`src/hdl/afda_pkg.sv`:
```
`timescale 1ns / 1ps
// ----------------------------------------------------------------------------
// afda_pkg
// Shared types and constants for the aspect fit/fill draw-area block.
// ----------------------------------------------------------------------------
package afda_pkg;

    localparam int COORD_BITS = 32;
    localparam int DIM_BITS   = 31;
    localparam int PROD_BITS  = 2 * DIM_BITS;
    localparam int CMD_BITS   = 2;

    localparam logic [CMD_BITS-1:0] CMD_STRETCH = 2'd0;
    localparam logic [CMD_BITS-1:0] CMD_FIT     = 2'd1;
    localparam logic [CMD_BITS-1:0] CMD_FILL    = 2'd2;

    localparam logic [DIM_BITS-1:0] SCALE_MAX =
        DIM_BITS'((64'd1 << (COORD_BITS - 1)) - 64'd1);

    typedef struct packed {
        logic                        valid;
        logic signed [31:0]          x;
        logic signed [31:0]          y;
        logic [DIM_BITS-1:0]         w;
        logic [DIM_BITS-1:0]         h;
        logic [DIM_BITS-1:0]         aw;
        logic [DIM_BITS-1:0]         ah;
        logic                        scale;
        logic                        on_x;
        logic                        neg;
    } afda_ctl_t;

endpackage

```
`src/hdl/afda_div_cell.sv`:
```
`timescale 1ns / 1ps
// ----------------------------------------------------------------------------
// afda_div_cell
// One restoring-division step: one quotient bit per cycle, passed down the row.
// ----------------------------------------------------------------------------
module afda_div_cell (
    input  logic                         clk,
    input  logic                         rst_n,
    input  afda_pkg::afda_ctl_t          ctl_in,
    input  logic [afda_pkg::PROD_BITS-1:0] rem_in,
    input  logic [afda_pkg::PROD_BITS-1:0] quo_in,
    input  logic [afda_pkg::DIM_BITS-1:0]  dvs_in,
    input  logic [5:0]                   shift,
    output afda_pkg::afda_ctl_t          ctl_out,
    output logic [afda_pkg::PROD_BITS-1:0] rem_out,
    output logic [afda_pkg::PROD_BITS-1:0] quo_out,
    output logic [afda_pkg::DIM_BITS-1:0]  dvs_out
);
    import afda_pkg::*;

    logic [PROD_BITS+DIM_BITS-1:0] trial;
    logic                          take;
    logic [PROD_BITS-1:0]          sub;
    logic                          valid_reg;
    afda_ctl_t                     ctl_reg;
    logic [PROD_BITS-1:0]          rem_reg;
    logic [PROD_BITS-1:0]          quo_reg;
    logic [DIM_BITS-1:0]           dvs_reg;

    always_comb
    begin
        trial = {{DIM_BITS{1'b0}}, dvs_in} << shift;
        take  = ctl_in.scale && ({{DIM_BITS{1'b0}}, rem_in} >= trial);
        sub   = rem_in - trial[PROD_BITS-1:0];
    end

    always_ff @(posedge clk or negedge rst_n)
    begin
        if (!rst_n)
            valid_reg <= 1'b0;
        else
            valid_reg <= ctl_in.valid;
    end

    always_ff @(posedge clk)
    begin
        ctl_reg <= ctl_in;
        dvs_reg <= dvs_in;
        rem_reg <= take ? sub : rem_in;
        quo_reg <= quo_in | (take ? (PROD_BITS'(1) << shift) : '0);
    end

    always_comb
    begin
        ctl_out       = ctl_reg;
        ctl_out.valid = valid_reg;
    end

    assign rem_out = rem_reg;
    assign quo_out = quo_reg;
    assign dvs_out = dvs_reg;
endmodule

```
`config.mk`:
```
export PLATFORM = sky130hd
export DESIGN_NAME = afda_div_cell
export DESIGN_NICKNAME = d
export VERILOG_FILES = /design/src/hdl/afda_pkg.sv /design/src/hdl/afda_div_cell.sv
export SDC_FILE = /design/constraint.sdc
export NUM_CORES = 1
export LEC_CHECK = 0
export BUFFER_PORTS_ARGS = -buffer_cell sky130_fd_sc_hd__buf_2
export CAP_MARGIN = 5
export CORE_AREA = 3 3 274 276
export DETAILED_ROUTE_END_ITERATION = 16
export DIE_AREA = 0 0 277 279
export PLACE_DENSITY = 0.53
export SYNTH_ARGS = -nofsm -noshare
export SYNTH_HDL_FRONTEND = slang
export SYNTH_SLANG_ARGS = --single-unit
```
`constraint.sdc`:
```
create_clock -name clk -period 1.49 [get_ports clk]
set_clock_uncertainty 0.05 [all_clocks]
set_input_delay 0.2235 -clock clk [delete_from_list [all_inputs] [get_ports clk]]
set_output_delay 0.2235 -clock clk [all_outputs]
set_load 0.02 [all_outputs]
```
==> summary.txt, run 1 <==
Outcome
  – Outcome: finished with violations
  – Failing checks: negative setup slack

Die
  – Die Y: 279 microns
  – IO Count: about 700
  – Die width: around 280 microns
  – Core area: approximately 0.073 sq mm
  – Row cnt: ~100
  – Starting Density: 0.210
  – Die Area: 0.0773 sq mm

Detailed routing
  – # DRC: 0
  – Final ANT Viol Nets: 0
  – Vias per cell: roughly 4.6
  – WL final: 96.2 mm
  – Pre-antenna DRT Iters: 5
  – Drt first-iter violations: between 1000 and 1500
  – WL/cell: about 24 microns
  – Vias: 18800

Synthesis
  – Primary FF master, synth: dfxtp_1
  – Gate Count Post-Synth: 1528
  – Area of the mapped netlist: ~0.015 sq mm
  – Net Count, Synth: around 1900
  – Yosys Warn Count: 0
  – EDFF count, synth: 0
  – Post-synth cell types: 74
  – FFs w/ async S/R, synth: 0.00288
  – Syn_area_per_cell: around 10 sq um
  – Sequential area share after synthesis: 0.454
  – Synthesized flop and latch total: ~350

Flow run
  – Max cap viols: 0

Pwr
  – Max rail drop VDD: ~0.97 mV
  – Leakage power: between 10 and 15 nW
  – Sw frac: 0.315
  – Tot Pwr: approximately 31 mW
  – Internal Pwr Total: ~21 mW
  – Clk pwr share: 0.331
  – Combinational Power Share: 0.342
  – Flop pwr share: 0.328
  – PD cells: around 1000 mW/mm^2
  – Net Switching: between 9 and 10 mW

CTS
  – H-tree levels: 2
  – Clock Path Buffers: 3
  – CTS root buf: clkbuf_16
  – CTS tree: built
  – Clk sinks: between 300 and 400
  – TritonCTS buffer count: 40
  – Worst-path clk slew: ~0.060 ns

STA
  – Final period utilization: 2.79
  – Setup WS post-layout: -2.67 ns
  – Slew @ Worst Pin: around 0.92 ns
  – Final Max Tran Viols: 0
  – Rel. slew slack: 0.381
  – Tmin final: 4.16 ns
  – Hold Vio Cnt, Final: 0
  – Fmax: ~240 MHz
  – RSZ-0062 raised after global routing: yes
  – Final setup viols: around 120
  – Post-route setup TNS: -320.29 ns

Layout
  – Most common cell after layout, fill and taps aside: buf_2
  – Most frequent cells in the layout: 688 x buf_2, 525 x buf_4, 346 x dlygate4sd3_1
  – Finished Cell Area: ~0.031 sq mm
  – Fillers: between 7000 and 8000
  – Synth-to-layout area growth: 99.9%
  – Nets: about 3500
  – Share of cells above drive strength 1: 0.526
  – Post-layout instance count excluding filler cells: just over 4000
  – Max reg flops: 191

Worst setup path
  – CP endpoint kind: flip-flop
  – Critical path's slowest cell: mux4_2
  – Most frequent CP cell: buf_4
  – WS Path Type: in2reg
  – Startpoint class of the critical path: input port
  – Critical Path AT: between 4 and 5 ns
  – Cells along the critical path: buf_8, buf_12, buf_12, inv_8, buf_4, mux4_2, nand2_1, nand3_1, o21ai_2, nand2_1, ha_1, buf_4, nand4_1, nor3_2, nand4_1, buf_4, or4_4, a31oi_4, buf_4, clkbuf_16, and3_4, a21o_1
  – Crit path max fanout: 8
  – CP max stage delay: 0.56 ns
  – Critical path required time: approximately 1.9 ns

Worst hold path
  – Hold Path Class: in2reg

Place
  – HPWL Detailed: around 75 mm
  – Placed insts: about 3600
  – Port Buf Inserts: 701
  – DP Area: ~0.024 sq mm
  – GP Congestion: 0.951

Global routing
  – Total global routing overflow: 0
  – Antenna violations before repair: 13
  – GRT Total Usage: 0.235
  – Largest net degree at the start of global routing: 22
  – First-pass GRT wire length: between 100 and 150 mm
  – Vias in the first global route: 19200
cell families after synthesis:
| group | after synthesis | share of synthesized area |
|---|---|---|
| xor gates and xnor gates | 57 | 0.0326 |
| muxes | 148 | 0.126 |
| DFF | 347 | 0.454 |
| adders and majority gates | 64 | 0.0528 |
| buffers and inverters | 131 | 0.0402 |
| and+or+nand+nor | 360 | 0.109 |
| AOI/OAI and AO/OA | 421 | 0.185 |
through the flow:
| step | utilization | hold slack [ns] | setup slack, ns |
|---|---|---|---|
| after floorplan | - | -0.122 | -2.83 |
| after global placement | 0.327 | -0.0491 | -3.60 |
| after detailed placement | 0.327 | -0.0442 | -3.53 |
| after CTS | 0.412 | 0.00313 | -2.56 |
| after global routing | 0.420 | 0.0250 | -2.77 |
| final | 0.420 | 0.0428 | -2.67 |
layer usage:
| metal | share of wire | global-route usage |
|---|---|---|
| met3 | 0.070 | 0.0462 |
| met4 | 0.050 | 0.103 |
| met1 | 0.37 | 0.266 |
| met2 | 0.51 | 0.426 |
| met5 | 0.00054 | 0 |
synthesized netlist by cell type (all sizes together) (13+ instances only):
| cell | count | area (sq um) |
|---|---|---|
| nand3 | 19 | 95.1 |
| dfxtp | 346 | 6930 |
| nor2 | 91 | 342 |
| o21bai | 16 | 120 |
| nand4 | 24 | 150 |
| ha | 63 | 788 |
| clkbuf | 52 | 195 |
| mux4 | 28 | 631 |
| a21o | 83 | 623 |
| a31oi | 14 | 103 |
| a21oi | 104 | 521 |
| o21ai | 68 | 340 |
| nor2b | 13 | 81.3 |
| inv | 32 | 120 |
| mux2i | 49 | 490 |
| a31o | 15 | 131 |
| xor2 | 16 | 140 |
| and2 | 15 | 93.8 |
| nor3 | 20 | 100 |
| buf | 46 | 297 |
| xnor2 | 41 | 359 |
| nand2 | 132 | 495 |
| mux2 | 71 | 800 |
| a22oi | 20 | 150 |
path summary, 6_finish.rpt:
check | startpoint | end | depth (start not counted)
worst max-delay path | shift[0] | quo_out[49] | 22
worst min-delay path | rem_in[36] | rem_out[36] | 3
max in group asynchronous | rst_n | valid_reg | 3
min in group asynchronous | rst_n | valid_reg | 3
layout make-up:
cell class	count	area, sq um	area share
Clock inverter	20	233	0.00761
Tap cell	959	1200	0.0392
Inverter	33	131	0.00429
Timing Repair Buffer	1611	11800	0.385
Multi-Input combinational cell	1052	9090	0.297
Antenna cell	4	10.0	0.000327
Sequential cell	347	6980	0.228
Clock buffer	54	1150	0.0375
worst max-delay path: cells and delay by family:
family	cells	cell delay, ns
AOI/OAI and AO/OA	3	0.58
and+or+nand+nor	8	1.64
adders and majority gates	1	0.30
muxes	1	0.56
buffers and inverters	9	1.27
power groups by stage:
| stage | logic (mW) | clock network, mW | registers [mW] |
|---|---|---|---|
| 5_1_grt | 11.2 | 10.9 | 10.2 |
| 2_1_floorplan | 3.39 | 0 | 11.1 |
| 4_1_cts | 10.2 | 10.6 | 10.2 |
| 3_5_place_dp | 8.67 | 0 | 10.4 |
| 3_3_place_gp | 8.73 | 0 | 10.4 |
| 6_report | 10.6 | 10.3 | 10.2 |
timing repair:
item / CTS / global route
pin swaps: 41 / 64
endpoints found under the setup margin: 145 / 125
gates cloned: 7 / 6
setup buffers: 26 / 16
gates resized for setup: 231 / 104
hold endpoints to repair: 345 / 0
hold buffers: 346 / 0
No activity file was read; power rests on OpenSTA's default activity.
==> run 2, diff against run 1 <==
--- a/config.mk
+++ b/config.mk
@@ -5,12 +5,12 @@
 export SDC_FILE = /design/constraint.sdc
 export NUM_CORES = 1
 export LEC_CHECK = 0
-export BUFFER_PORTS_ARGS = -buffer_cell sky130_fd_sc_hd__buf_2
 export CAP_MARGIN = 5
 export CORE_AREA = 3 3 274 276
 export DETAILED_ROUTE_END_ITERATION = 16
 export DIE_AREA = 0 0 277 279
-export PLACE_DENSITY = 0.53
+export DONT_BUFFER_PORTS = 1
+export PLACE_DENSITY = 0.45
 export SYNTH_ARGS = -nofsm -noshare
 export SYNTH_HDL_FRONTEND = slang
 export SYNTH_SLANG_ARGS = --single-unit
==> constraint.sdc (replaced) <==
create_clock -name clk -period 5.4 [get_ports clk]
set_clock_uncertainty 0.05 [all_clocks]
set_input_delay 0.81 -clock clk [delete_from_list [all_inputs] [get_ports clk]]
set_output_delay 0.81 -clock clk [all_outputs]
set_load 0.02 [all_outputs]
==> summary.txt, run 2 (same netlist as run 1, synthesis figures left out) <==
Outcome
  – Outcome: complete, no violations

STA
  – Fmax: 190 MHz
  – Final Max Tran Viols: 0 (unchanged)
  – Final setup viols: 0 (-100%)
  – Rel. slew slack: 0.409 (+0.0273)
  – Slew @ Worst Pin: 0.880 ns (-0.0443 ns)
  – Post-route setup TNS: 0 ns (+320.29 ns)
  – Final period utilization: 0.975
  – Hold Vio Cnt, Final: 0 (unchanged)
  – Tmin final: 5.27 ns
  – Fin Hold WS: 0.217 ns (+0.174 ns)
  – RSZ-0062 raised after global routing: no
  – Setup WS post-layout: 0.133 ns (+2.80 ns)

Detailed routing
  – Pre-antenna DRT Iters: 6 (+1)
  – WL final: 86.1 mm (-11%)
  – Vias: 13500 (-28%)
  – Drt first-iter violations: 1117 (-15%)
  – Final ANT Viol Nets: 0 (unchanged)
  – WL/cell: 31.2 microns (+32%)
  – Vias per cell: 4.89 (+6.4%)
  – # DRC: 0 (unchanged)

Place
  – Port Buf Inserts: 0 (-100%)
  – HPWL Detailed: 72.7 mm (-3.6%)
  – GP Congestion: 0.958 (+0.73%)
  – Dpl ws: -0.388 ns (+3.14 ns)

Layout
  – Most frequent cells in the layout: 346 x dfxtp_1, 283 x buf_4, 132 x nand2_1
  – Sequential Area: 0.00695 sq mm (-0.47%)
  – Synth-to-layout area growth: 29.1%
  – Multi-input logic area: 0.00777 sq mm (-15%)
  – Share of cells above drive strength 1: 0.250 (-0.276)
  – Nets: 2183 (-38%)
  – Final core occ: 0.271 (-0.149)
  – Fillers: 7689 (+9.2%)
  – Most common cell after layout, fill and taps aside: dfxtp_1
  – Max reg flops: 191 (unchanged)

Worst hold path
  – Worst Hold Depth: 0 (-3)
  – Worst-case hold path end point: dvs_out[23]
  – Min-delay src: dvs_in[23]
  – Hold Path Class: in2reg

CTS
  – TritonCTS buffer count: 40 (unchanged)
  – Clock Path Buffers: 3 (unchanged)
  – Worst-path clk slew: 0.06 ns (about the same)
  – CTS root buf: clkbuf_16
  – CTS tree: built
  – H-tree levels: 2 (unchanged)
  – Clk sinks: 347 (unchanged)

Flow run
  – Max cap viols: 0 (unchanged)

Global routing
  – Vias in the first global route: 13500 (-30%)
  – Largest net degree at the start of global routing: 74 (+240%)
  – GRT Total Usage: 0.211 (-0.0240)
  – Total global routing overflow: 0 (unchanged)
  – Antenna violations before repair: 20 (+7)
  – First-pass GRT wire length: 115 mm (-14%)

Worst setup path
  – CP max stage delay: 0.52 ns (-0.04 ns)
  – CP Buf/Inv Count: 6 (-3)
  – Critical path required time: 5.79 ns (+3.88 ns)
  – Delay-heaviest family, CP: compound AO/OA/AOI/OAI gates
  – Critical path's slowest cell: nor3_1
  – Number of cells on the critical path: 23 (+4.5%)
  – CP endpoint kind: flip-flop
  – WS Path Type: in2reg
  – Crit path max fanout: 73 (+65)
  – Most frequent CP cell: buf_4
  – Cells along the critical path: mux2i_1, mux2_2, buf_4, o21a_1, o21ai_0, buf_4, a22oi_1, o22a_1, ha_1, a21oi_1, o21ai_0, buf_4, nor2_1, o21ai_0, nor3_1, a211oi_1, o2111ai_1, a31oi_4, buf_12, buf_4, and2_1, buf_4, a21o_1
  – Startpoint class of the critical path: input port
  – Critical Path AT: 5.66 ns (+1.08 ns)

Die
  – Die Area: 0.0773 sq mm (unchanged)
  – Starting Density: 0.210 (unchanged)
  – Core area: 0.0728 sq mm (unchanged)
  – Die Y: 279 microns (unchanged)
  – Die width: 277 microns (unchanged)
  – Row cnt: 99 (unchanged)
  – IO Count: 702 (unchanged)

Pwr
  – Max rail drop VDD: 0.464 mV (-52%)
  – PD cells: 382 mW/mm^2 (-62%)
  – Tot Pwr: 7.54 mW (-76%)
  – Leakage power: 8.40 nW (-42%)
## run 2: cell count changes in the layout (fill, tap and decap cells not counted), sizes merged
cell,before,now
inv,32,36
clkinv,13,5
and3,13,12
clkbuf,58,53
diode,4,6
and2,16,15
buf,1261,291
clkinvlp,4,2
bufinv,4,6
dlygate4sd3,346,1
## run 2: metal layers
metal	up-vias	track usage	wire (microns)
met4	10	0.0537	2460
met1	6629	0.236	31900
li1	6015	-	-
met5	-	0	57
met3	118	0.0524	6120
met2	708	0.396	45500
## run 2: where the power goes
| part | leakage (nW) | switching (mW) | total [mW] | internal [mW] |
|---|---|---|---|---|
| combinational | 4.80 | 0.819 | 1.55 | 0.735 |
| sequential | 2.93 | 0.366 | 3.10 | 2.74 |
| clock | 0.672 | 1.12 | 2.88 | 1.76 |
| total | 8.40 | 2.30 | 7.54 | 5.23 |
## run 2: through the flow
| stage | instances | cell area [sq um] |
|---|---|---|
| finish | 2756 | 19800 |
| global route | 2753 | 19700 |
| CTS | 2749 | 19700 |
| detailed placement | 2679 | 18300 |
| global placement | 2679 | 18300 |
| floorplan | 1528 | 15300 |
## run 2: final cells by class
cell class / count / share of cell area
Inverter: 33 / 0.00627
Tap cell: 959 / 0.0607
Clock inverter: 16 / 0.0137
Multi-Input combinational cell: 1050 / 0.394
Sequential cell: 347 / 0.352
Clock buffer: 53 / 0.0568
Antenna cell: 6 / 0.000760
Timing Repair Buffer: 292 / 0.116
## run 2: worst max path at each step
stage              from          end  slack (ns)
2_1_floorplan  shift[0]  rem_out[46]        0.02
3_3_place_gp   shift[0]  rem_out[58]       -0.42
3_5_place_dp   shift[0]  rem_out[54]       -0.39
4_1_cts        shift[0]  rem_out[54]        0.16
5_1_grt        shift[0]  quo_out[19]        0.01
6_report       shift[1]  quo_out[19]        0.13
## run 2: repair_timing
item / in CTS / in global routing
hold buffers: 1 / 0
setup buffers: 0 / 1
endpoints found under the setup margin: 0 / 71
hold endpoints to repair: 1 / 0
gates resized for setup: 0 / 3
